==> config.mk <==
export PLATFORM = sky130hd
export DESIGN_NAME = sha1_hash_engine_top
export DESIGN_NICKNAME = d
export VERILOG_FILES = /design/src/rtl/sha1_pkg.sv /design/src/rtl/sha1_front.sv /design/src/rtl/sha1_queue.sv /design/src/rtl/sha1_core.sv /design/src/rtl/sha1_hash_engine_top.sv
export SDC_FILE = /design/constraint.sdc
export NUM_CORES = 2
export LEC_CHECK = 0
export ABC_AREA = 0
export BUFFER_PORTS_ARGS = -buffer_cell sky130_fd_sc_hd__buf_4
export CORE_ASPECT_RATIO = 1.25
export CORE_UTILIZATION = 55
export DETAILED_ROUTE_END_ITERATION = 8
export PLACE_DENSITY = 0.82
export SETUP_SLACK_MARGIN = 0.1
export SLEW_MARGIN = 20
export SYNTH_ARGS = -nofsm -noshare
export SYNTH_HDL_FRONTEND = slang
export SYNTH_HIERARCHICAL = 1
export SYNTH_SLANG_ARGS = --single-unit
==> constraint.sdc <==
create_clock -name clk -period 23.4 [get_ports clk]
set_input_delay 3.51 -clock clk [delete_from_list [all_inputs] [get_ports clk]]
set_output_delay 3.51 -clock clk [all_outputs]
set_load 0.02 [all_outputs]
==> src/rtl/sha1_pkg.sv <==
package sha1_pkg;

	// Input transaction: one message byte and/or the end-of-message mark.
	typedef struct packed {
		logic [7:0] data_byte;
		logic       byte_present;
		logic       message_end;
	} msg_t;

	// Output transaction: one digest word.
	typedef struct packed {
		logic [31:0] digest_word;
		logic [2:0]  word_index;
		logic        final_word;
	} dig_t;

	// Queue status seen by both sides.
	typedef struct packed {
		logic full;
		logic avail;
	} q_stat_t;

	typedef enum logic [2:0] {
		BK_IDLE,
		BK_PAD,
		BK_COMP,
		BK_FIN,
		BK_EMIT
	} bk_state_t;

	localparam int QDEPTH  = 4;	// power of two: pointers wrap naturally
	localparam int QPTR_W  = $clog2(QDEPTH);
	localparam int QCNT_W  = QPTR_W + 1;

	localparam int BLK_BYTES = 64;
	localparam int FILL_W    = $clog2(BLK_BYTES);
	localparam int BLK_W     = BLK_BYTES * 8;
	localparam int ROUNDS    = 80;
	localparam int RND_W     = $clog2(ROUNDS);
	localparam int DIG_WORDS = 5;

	localparam logic [FILL_W-1:0] LEN_POS  = FILL_W'(56);
	localparam logic [FILL_W-1:0] FILL_TOP = FILL_W'(BLK_BYTES - 1);
	localparam logic [7:0]        PAD_MARK = 8'h80;
	localparam logic [3:0]        LEN_BYTES = 4'd8;
	localparam logic [2:0]        LAST_IDX  = 3'(DIG_WORDS - 1);

	localparam logic [31:0] SHA1_IV [DIG_WORDS] = '{
		32'h67452301, 32'hEFCDAB89, 32'h98BADCFE, 32'h10325476, 32'hC3D2E1F0
	};

	function automatic logic [31:0] sha1_k(input logic [RND_W-1:0] rnd);
		logic [31:0] k;
		if (rnd < RND_W'(20)) begin
			k = 32'h5A827999;
		end else if (rnd < RND_W'(40)) begin
			k = 32'h6ED9EBA1;
		end else if (rnd < RND_W'(60)) begin
			k = 32'h8F1BBCDC;
		end else begin
			k = 32'hCA62C1D6;
		end
		return k;
	endfunction

	function automatic logic [31:0] sha1_f(input logic [RND_W-1:0] rnd,
			input logic [31:0] b, input logic [31:0] c, input logic [31:0] d);
		logic [31:0] f;
		if (rnd < RND_W'(20)) begin
			f = (b & c) | (~b & d);
		end else if (rnd >= RND_W'(40) && rnd < RND_W'(60)) begin
			f = (b & c) | (b & d) | (c & d);
		end else begin
			f = b ^ c ^ d;
		end
		return f;
	endfunction

endpackage

==> src/rtl/sha1_front.sv <==
module sha1_front (
	input  logic              clk,
	input  logic              arst_n,
	input  sha1_pkg::msg_t    msg,
	input  logic              msg_valid,
	output logic              msg_stall,
	output logic              push,
	output sha1_pkg::msg_t    push_data,
	input  sha1_pkg::q_stat_t q_stat
);
	import sha1_pkg::*;

	logic item_vld_s1;
	msg_t item_s1;
	logic take;

	assign push      = item_vld_s1 && !q_stat.full;
	assign msg_stall = item_vld_s1 && q_stat.full;
	assign take      = msg_valid && !msg_stall;
	assign push_data = item_s1;

	// Drop transactions that carry neither a byte nor the end mark.
	always_ff @(posedge clk or negedge arst_n) begin
		if (!arst_n) begin
			item_vld_s1 <= 1'b0;
		end else if (take) begin
			item_vld_s1 <= msg.byte_present || msg.message_end;
		end else if (push) begin
			item_vld_s1 <= 1'b0;
		end
	end

	always_ff @(posedge clk) begin
		if (take) begin
			item_s1 <= msg;
		end
	end

endmodule

==> src/rtl/sha1_queue.sv <==
module sha1_queue (
	input  logic              clk,
	input  logic              arst_n,
	input  logic              push,
	input  sha1_pkg::msg_t    push_data,
	input  logic              pop,
	output sha1_pkg::msg_t    head,
	output sha1_pkg::q_stat_t q_stat
);
	import sha1_pkg::*;

	msg_t              ent_q [QDEPTH];
	logic [QPTR_W-1:0] wr_ptr_q;
	logic [QPTR_W-1:0] rd_ptr_q;
	logic [QCNT_W-1:0] cnt_q;

	assign q_stat.full  = (cnt_q == QCNT_W'(QDEPTH));
	assign q_stat.avail = (cnt_q != '0);
	assign head         = ent_q[rd_ptr_q];

	always_ff @(posedge clk or negedge arst_n) begin
		if (!arst_n) begin
			wr_ptr_q <= '0;
			rd_ptr_q <= '0;
			cnt_q    <= '0;
		end else begin
			if (push) begin
				wr_ptr_q <= wr_ptr_q + QPTR_W'(1);
			end
			if (pop) begin
				rd_ptr_q <= rd_ptr_q + QPTR_W'(1);
			end
			if (push && !pop) begin
				cnt_q <= cnt_q + QCNT_W'(1);
			end else if (pop && !push) begin
				cnt_q <= cnt_q - QCNT_W'(1);
			end
		end
	end

	always_ff @(posedge clk) begin
		if (push) begin
			ent_q[wr_ptr_q] <= push_data;
		end
	end

endmodule

==> src/rtl/sha1_core.sv <==
module sha1_core (
	input  logic              clk,
	input  logic              arst_n,
	input  sha1_pkg::msg_t    head,
	input  sha1_pkg::q_stat_t q_stat,
	output logic              pop,
	output sha1_pkg::dig_t    dig,
	output logic              dig_valid,
	input  logic              dig_stall
);
	import sha1_pkg::*;

	bk_state_t state_q, state_nx;

	logic [FILL_W-1:0] fill_q;
	logic [63:0]       bits_q;
	logic [63:0]       len_q;
	logic              pad_q;
	logic              mark_q;
	logic [3:0]        len_cnt_q;
	logic [RND_W-1:0]  rnd_q;
	logic [2:0]        idx_q;
	logic [31:0]       chain_q [DIG_WORDS];
	logic [31:0]       a_q, b_q, c_q, d_q, e_q;
	logic [BLK_W-1:0]  blk_q;

	logic        put_en;
	logic [7:0]  put_data;
	logic [7:0]  pad_data;
	logic        len_phase;
	logic        comp_start;
	logic        dig_take;
	logic [31:0] w0, w2, w8, w13, wx, w_new, t_sum;

	// Padding byte: the marker, zeros up to the length field, then the length.
	assign len_phase = mark_q && (len_cnt_q != '0 || fill_q == LEN_POS);
	always_comb begin
		if (!mark_q) begin
			pad_data = PAD_MARK;
		end else if (!len_phase) begin
			pad_data = 8'h00;
		end else begin
			pad_data = len_q[63:56];
		end
	end

	// Next state.
	always_comb begin
		state_nx = state_q;
		case (state_q)
			BK_IDLE: begin
				if (q_stat.avail) begin
					if (head.byte_present && fill_q == FILL_TOP) begin
						state_nx = BK_COMP;
					end else if (head.message_end) begin
						state_nx = BK_PAD;
					end
				end
			end
			BK_PAD: begin
				if (fill_q == FILL_TOP) begin
					state_nx = BK_COMP;
				end
			end
			BK_COMP: begin
				if (rnd_q == RND_W'(ROUNDS - 1)) begin
					state_nx = BK_FIN;
				end
			end
			BK_FIN: begin
				if (pad_q && len_cnt_q == LEN_BYTES) begin
					state_nx = BK_EMIT;
				end else if (pad_q) begin
					state_nx = BK_PAD;
				end else begin
					state_nx = BK_IDLE;
				end
			end
			BK_EMIT: begin
				if (!dig_stall && idx_q == LAST_IDX) begin
					state_nx = BK_IDLE;
				end
			end
			default: state_nx = BK_IDLE;
		endcase
	end

	// State outputs.
	always_comb begin
		pop       = 1'b0;
		put_en    = 1'b0;
		put_data  = head.data_byte;
		dig_valid = 1'b0;
		case (state_q)
			BK_IDLE: begin
				pop    = q_stat.avail;
				put_en = q_stat.avail && head.byte_present;
			end
			BK_PAD: begin
				put_en   = 1'b1;
				put_data = pad_data;
			end
			BK_EMIT: dig_valid = 1'b1;
			default: ;
		endcase
	end

	assign comp_start = (state_nx == BK_COMP) && (state_q != BK_COMP);
	assign dig_take   = dig_valid && !dig_stall;

	assign dig.digest_word = chain_q[0];
	assign dig.word_index  = idx_q;
	assign dig.final_word  = (idx_q == LAST_IDX);

	// Message schedule taps on the 16-word window; the oldest word sits on top.
	assign w0    = blk_q[BLK_W-1 -: 32];
	assign w2    = blk_q[BLK_W-1-2*32 -: 32];
	assign w8    = blk_q[BLK_W-1-8*32 -: 32];
	assign w13   = blk_q[BLK_W-1-13*32 -: 32];
	assign wx    = w13 ^ w8 ^ w2 ^ w0;
	assign w_new = {wx[30:0], wx[31]};
	assign t_sum = {a_q[26:0], a_q[31:27]} + sha1_f(rnd_q, b_q, c_q, d_q) + e_q
		+ sha1_k(rnd_q) + w0;

	always_ff @(posedge clk or negedge arst_n) begin
		if (!arst_n) begin
			state_q   <= BK_IDLE;
			fill_q    <= '0;
			bits_q    <= '0;
			pad_q     <= 1'b0;
			mark_q    <= 1'b0;
			len_cnt_q <= '0;
			rnd_q     <= '0;
			idx_q     <= '0;
			for (int i = 0; i < DIG_WORDS; i++) begin
				chain_q[i] <= SHA1_IV[i];
			end
		end else begin
			state_q <= state_nx;
			if (put_en) begin
				fill_q <= fill_q + FILL_W'(1);
			end
			if (pop) begin
				if (head.byte_present) begin
					bits_q <= bits_q + 64'd8;
				end
				if (head.message_end) begin
					pad_q     <= 1'b1;
					mark_q    <= 1'b0;
					len_cnt_q <= '0;
				end
			end
			if (state_q == BK_PAD) begin
				if (!mark_q) begin
					mark_q <= 1'b1;
				end else if (len_phase) begin
					len_cnt_q <= len_cnt_q + 4'd1;
				end
			end
			if (comp_start) begin
				rnd_q <= '0;
			end else if (state_q == BK_COMP) begin
				rnd_q <= rnd_q + RND_W'(1);
			end
			if (state_q == BK_FIN) begin
				chain_q[0] <= chain_q[0] + a_q;
				chain_q[1] <= chain_q[1] + b_q;
				chain_q[2] <= chain_q[2] + c_q;
				chain_q[3] <= chain_q[3] + d_q;
				chain_q[4] <= chain_q[4] + e_q;
			end
			// Drain the digest from word 0, then restore the initial value.
			if (dig_take) begin
				if (idx_q == LAST_IDX) begin
					idx_q  <= '0;
					bits_q <= '0;
					pad_q  <= 1'b0;
					mark_q <= 1'b0;
					len_cnt_q <= '0;
					for (int i = 0; i < DIG_WORDS; i++) begin
						chain_q[i] <= SHA1_IV[i];
					end
				end else begin
					idx_q <= idx_q + 3'd1;
					for (int i = 0; i < DIG_WORDS - 1; i++) begin
						chain_q[i] <= chain_q[i+1];
					end
				end
			end
		end
	end

	always_ff @(posedge clk) begin
		if (put_en) begin
			blk_q <= {blk_q[BLK_W-9:0], put_data};
		end else if (state_q == BK_COMP) begin
			blk_q <= {blk_q[BLK_W-33:0], w_new};
		end
		if (pop && head.message_end) begin
			len_q <= head.byte_present ? bits_q + 64'd8 : bits_q;
		end else if (state_q == BK_PAD && len_phase) begin
			len_q <= {len_q[55:0], 8'h00};
		end
		if (comp_start) begin
			a_q <= chain_q[0];
			b_q <= chain_q[1];
			c_q <= chain_q[2];
			d_q <= chain_q[3];
			e_q <= chain_q[4];
		end else if (state_q == BK_COMP) begin
			a_q <= t_sum;
			b_q <= a_q;
			c_q <= {b_q[1:0], b_q[31:2]};
			d_q <= c_q;
			e_q <= d_q;
		end
	end

endmodule

==> src/rtl/sha1_hash_engine_top.sv <==
// SHA-1 hash engine: one message byte per input transaction, digest out as five words.
// Throughput: one byte per cycle into the block buffer while the queue holds bytes, then
// the 80 rounds and the chaining add per 64-byte block.
// After the end mark is accepted: the padding bytes, the final block or blocks compressed,
// then the digest words out from word 0.
// Reset (arst_n low, async): queue empty, chaining value at the SHA-1 initial value.
module sha1_hash_engine_top (
	input  logic           clk,
	input  logic           arst_n,
	input  sha1_pkg::msg_t msg,
	input  logic           msg_valid,
	output logic           msg_stall,
	output sha1_pkg::dig_t dig,
	output logic           dig_valid,
	input  logic           dig_stall
);
	import sha1_pkg::*;

	// Front: take a transaction, drop ones with no byte and no end mark.
	msg_t    push_data;
	logic    push;
	// Queue between front and back lets the input keep flowing during rounds.
	q_stat_t q_stat;
	msg_t    head;
	logic    pop;

	sha1_front u_front (
		.clk       (clk),
		.arst_n    (arst_n),
		.msg       (msg),
		.msg_valid (msg_valid),
		.msg_stall (msg_stall),
		.push      (push),
		.push_data (push_data),
		.q_stat    (q_stat)
	);

	sha1_queue u_queue (
		.clk       (clk),
		.arst_n    (arst_n),
		.push      (push),
		.push_data (push_data),
		.pop       (pop),
		.head      (head),
		.q_stat    (q_stat)
	);

	// Back: fill the block, pad at the end mark, run rounds, drain the digest.
	sha1_core u_core (
		.clk       (clk),
		.arst_n    (arst_n),
		.head      (head),
		.q_stat    (q_stat),
		.pop       (pop),
		.dig       (dig),
		.dig_valid (dig_valid),
		.dig_stall (dig_stall)
	);

endmodule

==> metrics.txt <==
Clock Pin Slew Worst Setup and Hold Paths=60 ps; Seq pwr share=0.392; Critical Path End Type=register; Fin Setup TNS=0 ps; Arr. time, crit path=7340 ps; Num Clock Sinks=1037; count leader, synth=nand2_1; sw frac=0.408; final setup fails=0; TritonRoute pass-1 iters=6; drt total wl=156000 um; top cell type by total area after synthesis=edfxtp_1; Leak=0.0272 uW; GRT Util Overall=0.289; Die W=294 um; Clock power frac=0.178; setup ws final=16510 ps; Worst-Skew Late Latency=750 ps; RSZ-0062 raised after global routing=no; clock tree buffer depth=3; # DRC=0; Net Switching=3970 uW; ranking of synthesized cells by area=edfxtp_1, nand2_1, dfrtp_1; initial antenna violation count=2; core box area=106000 um2; pwr/cell area=153 nW/um2; Post-synth EDFFs=783; Post-CTS Setup Bufs=0; synth warn=6; Post-DRT Antenna Nets=0; syn avg cell area=9.55 um2; Iter 0 DRT Violations=4702; H-tree levels=3; flop2flop setup slack=16510 ps; die extent in y=367 um; Cell variety after synth=83; Synth Register Bits=1037; Post-synth ARST share=0.245; first-pass GRT wire length=243000 um; Vias/cell=5.95; largest net degree at the start of global routing=245; Final Hold Vio Count=0; top_reg_cell synth=edfxtp_1; Initial Util=0.557; total global routing overflow=0; Setup CP Type=register to register; hold_buf cts=0; total of max-cap violations=0; worst endpoint required time=23850 ps; synthesized area=58800 um2; Fmax=145 MHz; critical path fanouts, max=35; top cell type's share of synthesized area=0.400; final core occ=0.604; design area=63700 um2; Hold Path Class=register to register; share of layout cells above drive strength 1=0.0662; Layout Nets=6394; row count=133; number of global-route vias before repair=43.8k; startpoint types=register; dpl cell area=60100 um2; register area share after synthesis=0.510; fin. max-slew vios=0; HPWL Detailed=107000 um; Worst Max-Slew Pin Slew=1110 ps; relative slew slack=0.259; combinational power share=0.430; CTS root buf=clkbuf_16; final critical-path share of the clock period=0.294; Cell Int Power=5750 uW; IO buf count=51; syn nets=6500; RePlAce Congestion=0.995; total power=9720 uW; Die Area=108000 um2; CTS Buf Count=102; WL per Instance=20.7 um; num ports=52; # diodes=0; Synth top cells by count=nand2_1, edfxtp_1, o21ai_0, inv_1, clkbuf_1; Post-Place Worst Slack=16670 ps; skew final=53.8 ps; CTS tree=yes; status=completed; post-synthesis cell count=6154; via count=44.9k; min Tclk post-route=6890 ps; Filler Cells Inserted=8564; VDD IR-drop max=0.0992 mV; Post-CTS Resized=0; Area Overhead vs Synth=8.36%
-- logic make-up (layout without fill, tap and decap cells) --
| logic type | after synthesis | after routing | share of synthesized area |
|---|---|---|---|
| and+or+nand+nor | 2763 | 2763 | 0.192 |
| AOI/OAI and AO/OA | 1056 | 1056 | 0.110 |
| DFF | 1037 | 1037 | 0.510 |
| buffers and inverters | 562 | 545 | 0.0383 |
| xor gates and xnor gates | 370 | 370 | 0.0551 |
| adders and majority gates | 332 | 332 | 0.0868 |
| muxes | 34 | 34 | 0.00832 |
-- power groups by stage --
stage	registers [uW]	clock network, uW	logic [uW]
5_1_grt	3890	1820	4670
3_3_place_gp	3800	0	3960
4_1_cts	3800	1760	4140
3_5_place_dp	3830	0	4090
2_1_floorplan	3770	0	3180
6_report	3810	1730	4170
-- worst paths after layout --
kind,depth (start not counted),startpoint,end
max reg2reg,23,u_core/rnd_q[4],u_core/a_q[24]
min,1,u_core/fill_q[5],u_core/fill_q[5]
min reg2reg,1,u_core/fill_q[5],u_core/fill_q[5]
max,23,u_core/rnd_q[4],u_core/a_q[24]
max in group asynchronous,2,arst_n,u_core/dig[8]
min in group asynchronous,1,arst_n,u_core/idx_q[2]
-- state kept, by name (all words and copies together) (netlist names), 4 cells and up --
| signal | flops |
|---|---|
| u_queue/ent_q | 40 |
| u_core/fill_q | 6 |
| u_core/dig | 32 |
| u_core/e_q | 32 |
| u_core/chain_q | 128 |
| u_core/d_q | 32 |
| u_core/len_q | 61 |
| u_core/rnd_q | 7 |
| u_core/len_cnt_q | 4 |
| u_core/b_q | 32 |
| u_front/push_data | 10 |
| u_core/blk_q | 512 |
| u_core/bits_q | 61 |
| u_core/a_q | 32 |
| u_core/c_q | 32 |
-- per-stage QoR --
step | std cells | hold WS [ps]
finish | 7554 | 476
global route | 7554 | 501
CTS | 7553 | 480
global placement | 7360 | 449
detailed placement | 7360 | 468
floorplan | 6154 | 435
-- metal layers --
metal | share of wire | GRT usage | wire length [um]
met1 | 0.38 | 0.348 | 58700
met2 | 0.48 | 0.476 | 74700
met3 | 0.073 | 0.0484 | 11400
met4 | 0.073 | 0.192 | 11500
met5 | 0.000070 | 0 | 11
-- critical path: stages, from the launching register on --
cell and delay (ps):
dfrtp_1 460, a41oi_1 150, buf_4 200, nand2_1 60
buf_4 430, clkinv_1 830, buf_4 490, nand2_1 90
a31oi_1 100, fa_1 520, inv_1 60, fa_1 490
inv_1 40, ha_1 370, a21o_1 210, a21o_1 170
a211oi_1 230, o21ai_0 250, a31oi_1 430, o21ai_0 340
a21o_1 260, a21oi_1 170, xor2_1 150, o21ai_0 90
-- cell usage in the layout (no fill, tap or decap), types with 37 or more instances in the layout --
| master | instances |
|---|---|
| nand2_1 | 2158 |
| edfxtp_1 | 783 |
| o21ai_0 | 352 |
| inv_1 | 256 |
| a21oi_1 | 254 |
| xnor2_1 | 244 |
| nor2_1 | 207 |
| ha_1 | 206 |
| dfrtp_1 | 174 |
| xor2_1 | 126 |
| fa_1 | 126 |
| clkbuf_16 | 102 |
| nand3_1 | 98 |
| buf_4 | 88 |
| a21o_1 | 84 |
| dfstp_2 | 80 |
| o211ai_1 | 73 |
| nor3_1 | 46 |
| nor2b_1 | 45 |
| a22oi_1 | 43 |
| nand4_1 | 42 |
| a211oi_1 | 40 |
| or3_1 | 37 |
| a31oi_1 | 37 |
-- cell type report --
| type | count | area (um2) | share of cell area |
|---|---|---|---|
| Multi-Input combinational cell | 4555 | 26700 | 0.419 |
| Sequential cell | 1037 | 30000 | 0.471 |
| Tap cell | 1417 | 1770 | 0.0278 |
| Clock inverter | 61 | 778 | 0.0122 |
| Clock buffer | 132 | 2780 | 0.0436 |
| Inverter | 259 | 972 | 0.0153 |
| Timing Repair Buffer | 93 | 763 | 0.0120 |
(Power assumes the default switching activity.)
